**src/design/itc_pkg.sv**
```systemverilog
// Shared constants, codes and controller/datapath handshake types.
package itc_pkg;

    localparam int DEF_MAX_ROWS   = 256;
    localparam int DEF_MAX_COLS   = 256;
    localparam int DEF_MAX_KERNEL = 15;

    localparam int CFG_IDX_W  = 3;
    localparam int CFG_DATA_W = 10;

    localparam logic [CFG_IDX_W-1:0] CFG_IMAGE_ROWS    = 3'd0;
    localparam logic [CFG_IDX_W-1:0] CFG_IMAGE_COLS    = 3'd1;
    localparam logic [CFG_IDX_W-1:0] CFG_KERNEL_HEIGHT = 3'd2;
    localparam logic [CFG_IDX_W-1:0] CFG_KERNEL_WIDTH  = 3'd3;
    localparam logic [CFG_IDX_W-1:0] CFG_ROUNDS        = 3'd4;

    localparam logic [1:0] KIND_LOAD_COEF  = 2'd0;
    localparam logic [1:0] KIND_LOAD_PIXEL = 2'd1;
    localparam logic [1:0] KIND_RUN        = 2'd2;
    localparam logic [1:0] KIND_READ       = 2'd3;

    typedef struct packed {
        logic accept;        // word taken on the input channel
        logic read_capture;  // move read data into the output register
        logic out_run;       // post the run-complete word
        logic init_step;     // walk the wrapped window origin back one step
        logic round_start;   // rewind pixel position for a new pass
        logic pix_start;     // rewind taps, clear accumulator
        logic tap_issue;     // fetch one pixel/coefficient pair
        logic div_start;     // launch the divider on the accumulator
        logic write_pix;     // store quotient, advance pixel position
        logic flip;          // swap image stores, count the pass
    } itc_cmd_t;

    typedef struct packed {
        logic out_free;
        logic read_go;
        logic run_go;
        logic init_done;
        logic last_tap;
        logic pipe_busy;
        logic div_busy;
        logic last_pix;
        logic last_round;
    } itc_stat_t;

endpackage

```
**src/design/itc_ctrl.sv**
```systemverilog
// Controller: sequences item handling, passes, taps, divide and write-back.
module itc_ctrl
    import itc_pkg::*;
(
    input  logic      clk,
    input  logic      rst_n,
    input  logic      in_valid,
    output logic      in_stall,
    input  itc_stat_t stat,
    output itc_cmd_t  cmd
);

    localparam logic [3:0] S_IDLE  = 4'd0;
    localparam logic [3:0] S_READ  = 4'd1;
    localparam logic [3:0] S_INIT  = 4'd2;
    localparam logic [3:0] S_PIX   = 4'd3;
    localparam logic [3:0] S_TAP   = 4'd4;
    localparam logic [3:0] S_DRAIN = 4'd5;
    localparam logic [3:0] S_DIV   = 4'd6;
    localparam logic [3:0] S_WRITE = 4'd7;

    logic [3:0] state_reg, state_next;

    assign in_stall = (state_reg != S_IDLE) || !stat.out_free;

    always_comb
    begin
        cmd        = '0;
        state_next = state_reg;
        case (state_reg)
            S_IDLE:
            begin
                cmd.accept = in_valid && !in_stall;
                if (cmd.accept && stat.read_go)
                    state_next = S_READ;
                else if (cmd.accept && stat.run_go)
                    state_next = S_INIT;
            end
            S_READ:
            begin
                cmd.read_capture = 1'b1;
                state_next       = S_IDLE;
            end
            S_INIT:
            begin
                if (stat.init_done)
                begin
                    cmd.round_start = 1'b1;
                    state_next      = S_PIX;
                end
                else
                    cmd.init_step = 1'b1;
            end
            S_PIX:
            begin
                cmd.pix_start = 1'b1;
                state_next    = S_TAP;
            end
            S_TAP:
            begin
                cmd.tap_issue = 1'b1;
                if (stat.last_tap)
                    state_next = S_DRAIN;
            end
            S_DRAIN:
            begin
                if (!stat.pipe_busy)
                begin
                    cmd.div_start = 1'b1;
                    state_next    = S_DIV;
                end
            end
            S_DIV:
            begin
                if (!stat.div_busy)
                    state_next = S_WRITE;
            end
            S_WRITE:
            begin
                cmd.write_pix = 1'b1;
                state_next    = S_PIX;
                if (stat.last_pix)
                begin
                    cmd.flip = 1'b1;
                    if (stat.last_round)
                    begin
                        cmd.out_run = 1'b1;
                        state_next  = S_IDLE;
                    end
                    else
                        cmd.round_start = 1'b1;
                end
            end
            default:
                state_next = S_IDLE;
        endcase
    end

    always_ff @(posedge clk or negedge rst_n)
    begin
        if (!rst_n)
            state_reg <= S_IDLE;
        else
            state_reg <= state_next;
    end

    a_tap_exit: assert property (@(posedge clk) disable iff (!rst_n)
        state_reg == S_TAP |=> state_reg == S_TAP || state_reg == S_DRAIN)
        else $error("tap loop left without draining");

    a_div_launch: assert property (@(posedge clk) disable iff (!rst_n)
        cmd.div_start |=> stat.div_busy)
        else $error("divider did not start");

    a_write_ready: assert property (@(posedge clk) disable iff (!rst_n)
        state_reg == S_WRITE |-> !stat.div_busy && !stat.pipe_busy)
        else $error("write-back before result settled");

    a_single_out: assert property (@(posedge clk) disable iff (!rst_n)
        cmd.read_capture |-> !cmd.out_run && !cmd.accept)
        else $error("two output words posted at once");

endmodule

```
**config.mk**
```make
export PLATFORM = sky130hd
export DESIGN_NAME = itc_ctrl
export DESIGN_NICKNAME = d
export VERILOG_FILES = /design/src/design/itc_pkg.sv /design/src/design/itc_ctrl.sv
export SDC_FILE = /design/constraint.sdc
export NUM_CORES = 1
export LEC_CHECK = 0
export ABC_AREA = 1
export BUFFER_PORTS_ARGS = -buffer_cell sky130_fd_sc_hd__buf_2
export CORE_AREA = 4 4 41 43
export CTS_CLUSTER_SIZE = 16
export DETAILED_ROUTE_END_ITERATION = 12
export DIE_AREA = 0 0 45 47
export PLACE_DENSITY = 0.66
export SETUP_SLACK_MARGIN = 0.1
export SLEW_MARGIN = 40
export SYNTH_ARGS = -nofsm -noshare
export SYNTH_HDL_FRONTEND = slang
export SYNTH_SLANG_ARGS = --single-unit
```
**constraint.sdc**
```tcl
create_clock -name clk -period 2.2 [get_ports clk]
set_input_delay 0.22 -clock clk [delete_from_list [all_inputs] [get_ports clk]]
set_output_delay 0.22 -clock clk [all_outputs]
set_load 0.05 [all_outputs]
```
==> results of run 1 <==
path summary, 6_finish.rpt:
check | slack, ps | end | start | depth (start not counted)
worst min register to register | 650 | state_reg[0] | state_reg[0] | 2
worst max register to register | 940 | state_reg[1] | state_reg[2] | 6
min in group asynchronous | 330 | state_reg[0] | rst_n | 2
worst max-delay path | 510 | cmd[5] | state_reg[2] | 5
max in group asynchronous | 1770 | state_reg[2] | rst_n | 2
worst min-delay path | 290 | state_reg[0] | stat[3] | 3
logic make-up after synthesis:
| group | after synthesis | synth area share (%) |
|---|---|---|
| and+or+nand+nor | 34 | 50.2 |
| buffers and inverters | 17 | 20.1 |
| DFF | 3 | 19.2 |
| xor gates and xnor gates | 1 | 2.24 |
| AOI/OAI and AO/OA | 5 | 8.31 |
layout make-up:
type	count	area, um^2	area share (%)
Multi-Input combinational cell	40	238	44.5
Timing Repair Buffer	23	120	22.5
Clock buffer	4	26.3	4.92
Sequential cell	3	75.1	14.1
Tap cell	15	18.8	3.51
Inverter	15	56.3	10.5
power breakdown:
| group | leakage, nW | total (mW) | internal (mW) | switching [mW] |
|---|---|---|---|---|
| clock | 0.0150 | 0.0999 | 0.0682 | 0.0317 |
| combinational | 0.283 | 0.518 | 0.153 | 0.365 |
| sequential | 0.0365 | 0.158 | 0.0847 | 0.0729 |
| total | 0.334 | 0.775 | 0.306 | 0.469 |
per-layer routing:
layer | share of wire, % | vias to the layer above | wire [um] | global-route usage (%)
met5 | 0 | - | 0 | 0
met3 | 11 | 0 | 100 | 5.36
li1 | - | 234 | - | -
met2 | 48 | 16 | 440 | 15.5
met1 | 41 | 188 | 383 | 11.8
met4 | 0 | 0 | 0 | 5.26
repair_timing:
item,4_1_cts,5_1_grt
hold buffers,1,0
hold endpoints to repair,3,0
buffers inserted,0,0
cells in the mapped netlist:
cell type	n	area share [%]
a21oi_2	1	2.2
a31oi_1	1	1.6
buf_6	2	5.8
dfrtp_1	3	19
inv_1	14	13
inv_2	1	0.96
nand2_1	10	9.6
nand2_2	5	8.0
nand3_1	3	3.8
nand3_2	4	10
nand4_1	2	3.2
nor2_1	4	3.8
nor2_2	2	3.2
nor2_4	2	5.8
nor3_1	2	2.6
o21ai_0	1	1.3
o21ai_1	1	1.3
o31ai_1	1	1.9
xor2_1	1	2.2
layout by cell type, fill, tap and decap left out:
| cell type | synthesis | layout |
|---|---|---|
| o21ai_1 | 1 | 1 |
| nand2_1 | 10 | 10 |
| inv_1 | 14 | 14 |
| a31oi_1 | 1 | 1 |
| buf_2 | 0 | 22 |
| nor2_2 | 2 | 2 |
| o31ai_1 | 1 | 1 |
| clkbuf_4 | 0 | 3 |
| nand2_2 | 5 | 5 |
| nor3_1 | 2 | 2 |
| nand3_2 | 4 | 4 |
| inv_2 | 1 | 1 |
| o21ai_0 | 1 | 1 |
| xor2_1 | 1 | 1 |
| nor2_1 | 4 | 4 |
| nand3_1 | 3 | 3 |
| dlygate4sd3_1 | 0 | 1 |
| clkbuf_1 | 0 | 1 |
| nor2_4 | 2 | 2 |
| nand4_1 | 2 | 2 |
| a21oi_2 | 1 | 1 |
| dfrtp_1 | 3 | 3 |
worst min-delay path, delay by kind of cell:
kind / cells / cell delay (ps)
buf+inv: 1 / 110
simple gates: 2 / 160
stage by stage:
step | cell area [um^2] | utilization (%)
final | 534 | 41.1
after global routing | 534 | 41.1
after CTS | 534 | 41.1
after detailed placement | 498 | 38.3
after global placement | 498 | 38.3
after floorplan | 392 | -
==> impl_metrics.ini, run 1 <==
[finish]
nets = 98
drive_gt1_share_pct = 47.1
syn2layout_area_growth_pct = 36.4
largest_reg_flops = 3
fin_cells = 100
n_antenna_cell = 0
fillers = 155

[setup_path]
crit_chain = nand3_2, nor2_1, nand2_1, nand2_1, buf_2
worstSetupPathType = reg -> out
cpLargestDelayFamily = flip-flops
critPathSlowestCell = dfrtp_1
cpMostUsedCell = nand2_1
max_stage_delay_ps = 580
path_buf_inv = 1
cp-end-kind = output port
arrival_ps = 1470
crit_fanout = 11
start_kind = register
required_ps = 1980

[logic_synthesis]
postSynthCellCount = 60
synth-seq-cells = 3
synth_cell_types = 19
synth_area_um2 = 392
yosysWarnings = 0
avgSynthCellArea_um2 = 6.53
syn-num-nets = 72
ys_seq_area_share_pct = 19.2

[sta]
setup_ws_ps = 505
fin_skew_ps = 0.638
fin_crit_sh_pct = 77.0
finalHoldViolCount = 0
max_freq_mhz = 590
whs_ps = 289
tightest_slew_ps = 403
rsz0062_at_grt = false
tns_ps = 0
finalSetupViolCount = 0
max_slew_margin_pct = 73.2
timing.final.max_slew_violations = 0
period_minus_slack_ps = 1690

[die]
die_y_um = 47
start_util_pct = 30.1
row_count = 13
die_area_um2 = 2120
core_area_um2 = 1300
fp.dieW_um = 45
ios = 23

[global_route]
grt_pass1_wl_um = 1520
first_global_vias = 399
grt_max_degree = 12
grt-ovfl-total = 0
grt_use_total_pct = 10.3
antenna_found_initial = 0

[power]
p_leak_nw = 0.334
cellPowerDensity_nw_per_um2 = 1450
max-vdd-ir-drop_mv = 0.630
finalPower_mw = 0.775

[cts]
clkTransAtPathRegs_ps = 40
cts_max_level = 1
clock_sinks = 3
worstSkewPairLatency_ps = 240
clock_tree.root_cell = clkbuf_4
cts_tree = yes
cts_resized = 0
clockBufferDepth = 2
numCtsBuffers = 3

[hold_path]
holdCritPathClass = in -> reg

[placement]
io_buffers = 22
dp_cells = 95
dpl_worst_slack_ps = 750
place_congestion = 0.707
dpl.hpwl_um = 783

[job]
cap_violations = 0

[drt]
wl_per_cell_um = 9.24
drtIter0Drc = 4
totalWireLength_um = 924
via_per_inst = 4.38
drc_errors = 0
drtPass1Iterations = 4
ant_nets = 0
vias = 438

[run_status]
outcome = completed
Note: power is estimated with default switching activity, not from simulation.
==> run 2: changes to the inputs <==
==> constraint.sdc (replaced) <==
create_clock -name clk -period 1.7 [get_ports clk]
set_input_delay 0.17 -clock clk [delete_from_list [all_inputs] [get_ports clk]]
set_output_delay 0.17 -clock clk [all_outputs]
set_load 0.05 [all_outputs]
==> run 2 against run 1 <==
  * Total power grew 35%
  * Clock power grew 29%
  * Core utilization grew 2.4 points
  * Die area is the same
  * Register-to-register slack lost 470 ps
  * Largest cell class unchanged
==> impl_metrics.ini, run 2 (synthesis results as in run 1) <==
[sta]
fin_crit_sh_pct = 90.1
whs_ps = 243
tightest_slew_ps = 232
fin_skew_ps = 4.54
max_freq_mhz = 653
finalSetupViolCount = 0
rsz0062_at_grt = false
timing.final.max_slew_violations = 0
period_minus_slack_ps = 1530
finalHoldViolCount = 0
max_slew_margin_pct = 84.3

[drt]
drtIter0Drc = 4
totalWireLength_um = 953
via_per_inst = 4.36
wl_per_cell_um = 9.53
vias = 436
drc_errors = 0
ant_nets = 0
drtPass1Iterations = 3

[die]
row_count = 13
ios = 23
fp.dieW_um = 45
start_util_pct = 30.1
die_y_um = 47
core_area_um2 = 1300
die_area_um2 = 2120

[cts]
clockBufferDepth = 2
clock_sinks = 3
cts_max_level = 1
cts_tree = yes
numCtsBuffers = 3
clkTransAtPathRegs_ps = 40
cts_setup_buffers = 0
clock_tree.root_cell = clkbuf_4
worstSkewPairLatency_ps = 240

[setup_path]
start_kind = register
reg2reg_slack_ps = 470
r2r_cells = 6
cp-end-kind = output port
r2r-end = state_reg[1]
worstSetupPathType = reg -> out
arrival_ps = 1360
worstReg2RegStart = state_reg[1]
crit_fanout = 8
required_ps = 1530

[finish]
final_cell_mix = buf_2 (20), inv_1 (14), nand2_1 (10), nand2_2 (5), clkbuf_4 (5)
n_antenna_cell = 0
fillers = 156
fin_util_pct = 43.5
final_common_cell = buf_2
syn2layout_area_growth_pct = 44.4
fin_area_um2 = 566
fin_cells = 100
drive_gt1_share_pct = 54.1
largest_reg_flops = 3
nets = 98

[hold_path]
holdCritPathClass = in -> reg
hold_end = state_reg[0]
min_from = stat[3]
holdPathStages = 3

[power]
p_leak_nw = 0.332
p_switching_mw = 0.628
max-vdd-ir-drop_mv = 0.739
internal-power_mw = 0.419
clockPowerShare_pct = 12.3
swShare_pct = 60.0
cellPowerDensity_nw_per_um2 = 1850
p_seq_share_pct = 20.8
combPwrFrac_pct = 66.8

[placement]
place_congestion = 0.708
placed_area_um2 = 518
dp_cells = 95
io_buffers = 22
dpl.hpwl_um = 794

[run_status]
outcome = completed

[global_route]
grt_max_degree = 12
grt_pass1_wl_um = 1550
grt_use_total_pct = 10.3
first_global_vias = 412
grt-ovfl-total = 0
antenna_found_initial = 0

[job]
cap_violations = 0
run 2: cell types whose count changed in the layout (fill, tap and decap cells not counted), moves of 2 or more:
cell / delta
buf_2: -2
clkbuf_4: +2
dfrtp_1: -3
dfrtp_2: +3
nor3_1: -2
nor3_2: +2
run 2: layer usage:
metal  share of wire [%]  GRT usage (%)
met1                  41           11.9
met2                  50           16.9
met3                 8.1           2.30
met4                0.63           7.02
met5                   0              0
run 2: stage by stage:
| step | setup WS (ps) | power [mW] | TNS [ps] |
|---|---|---|---|
| finish | 169 | 1.05 | 0 |
| global route | 102 | 1.14 | 0 |
| CTS | 110 | 1.04 | 0 |
| detailed placement | 290 | 0.901 | 0 |
| global placement | 326 | 0.895 | 0 |
| floorplan | -37.1 | 0.814 | -37.1 |
run 2: critical path, stage by stage (launching register included):
cell	delay, ps
dfrtp_2	470
nor2_4	160
nand3_4	90
nor2_4	130
buf_2	270
run 2: cell type report:
class | count | area, um^2 | share of cell area (%)
Clock buffer | 4 | 26.3 | 4.65
Inverter | 15 | 58.8 | 10.4
Multi-Input combinational cell | 40 | 258 | 45.6
Sequential cell | 3 | 78.8 | 13.9
Tap cell | 15 | 18.8 | 3.32
Timing Repair Buffer | 23 | 125 | 22.1
run 2: repair_timing:
action,4_1_cts,5_1_grt
setup endpoints to repair,1,2
gates resized for setup,2,4
gates cloned,0,0
hold endpoints to repair,3,0
hold buffers,1,0
run 2: worst max path at each step:
stage / start / endpoint / depth (start not counted)
finish: state_reg[1] / cmd[9] / 4
global route: state_reg[2] / cmd[5] / 5
CTS: state_reg[0] / cmd[5] / 6
detailed placement: state_reg[2] / cmd[5] / 5
global placement: state_reg[2] / cmd[5] / 5
floorplan: state_reg[2] / cmd[5] / 5
run 2: power groups by stage:
stage               clock network (mW)  logic (mW)  registers, mW
finish                           0.129       0.700          0.218
global route                     0.133       0.775          0.229
CTS                              0.133       0.698          0.212
detailed placement                   0       0.694          0.207
global placement                     0       0.689          0.206
floorplan                            0       0.671          0.143
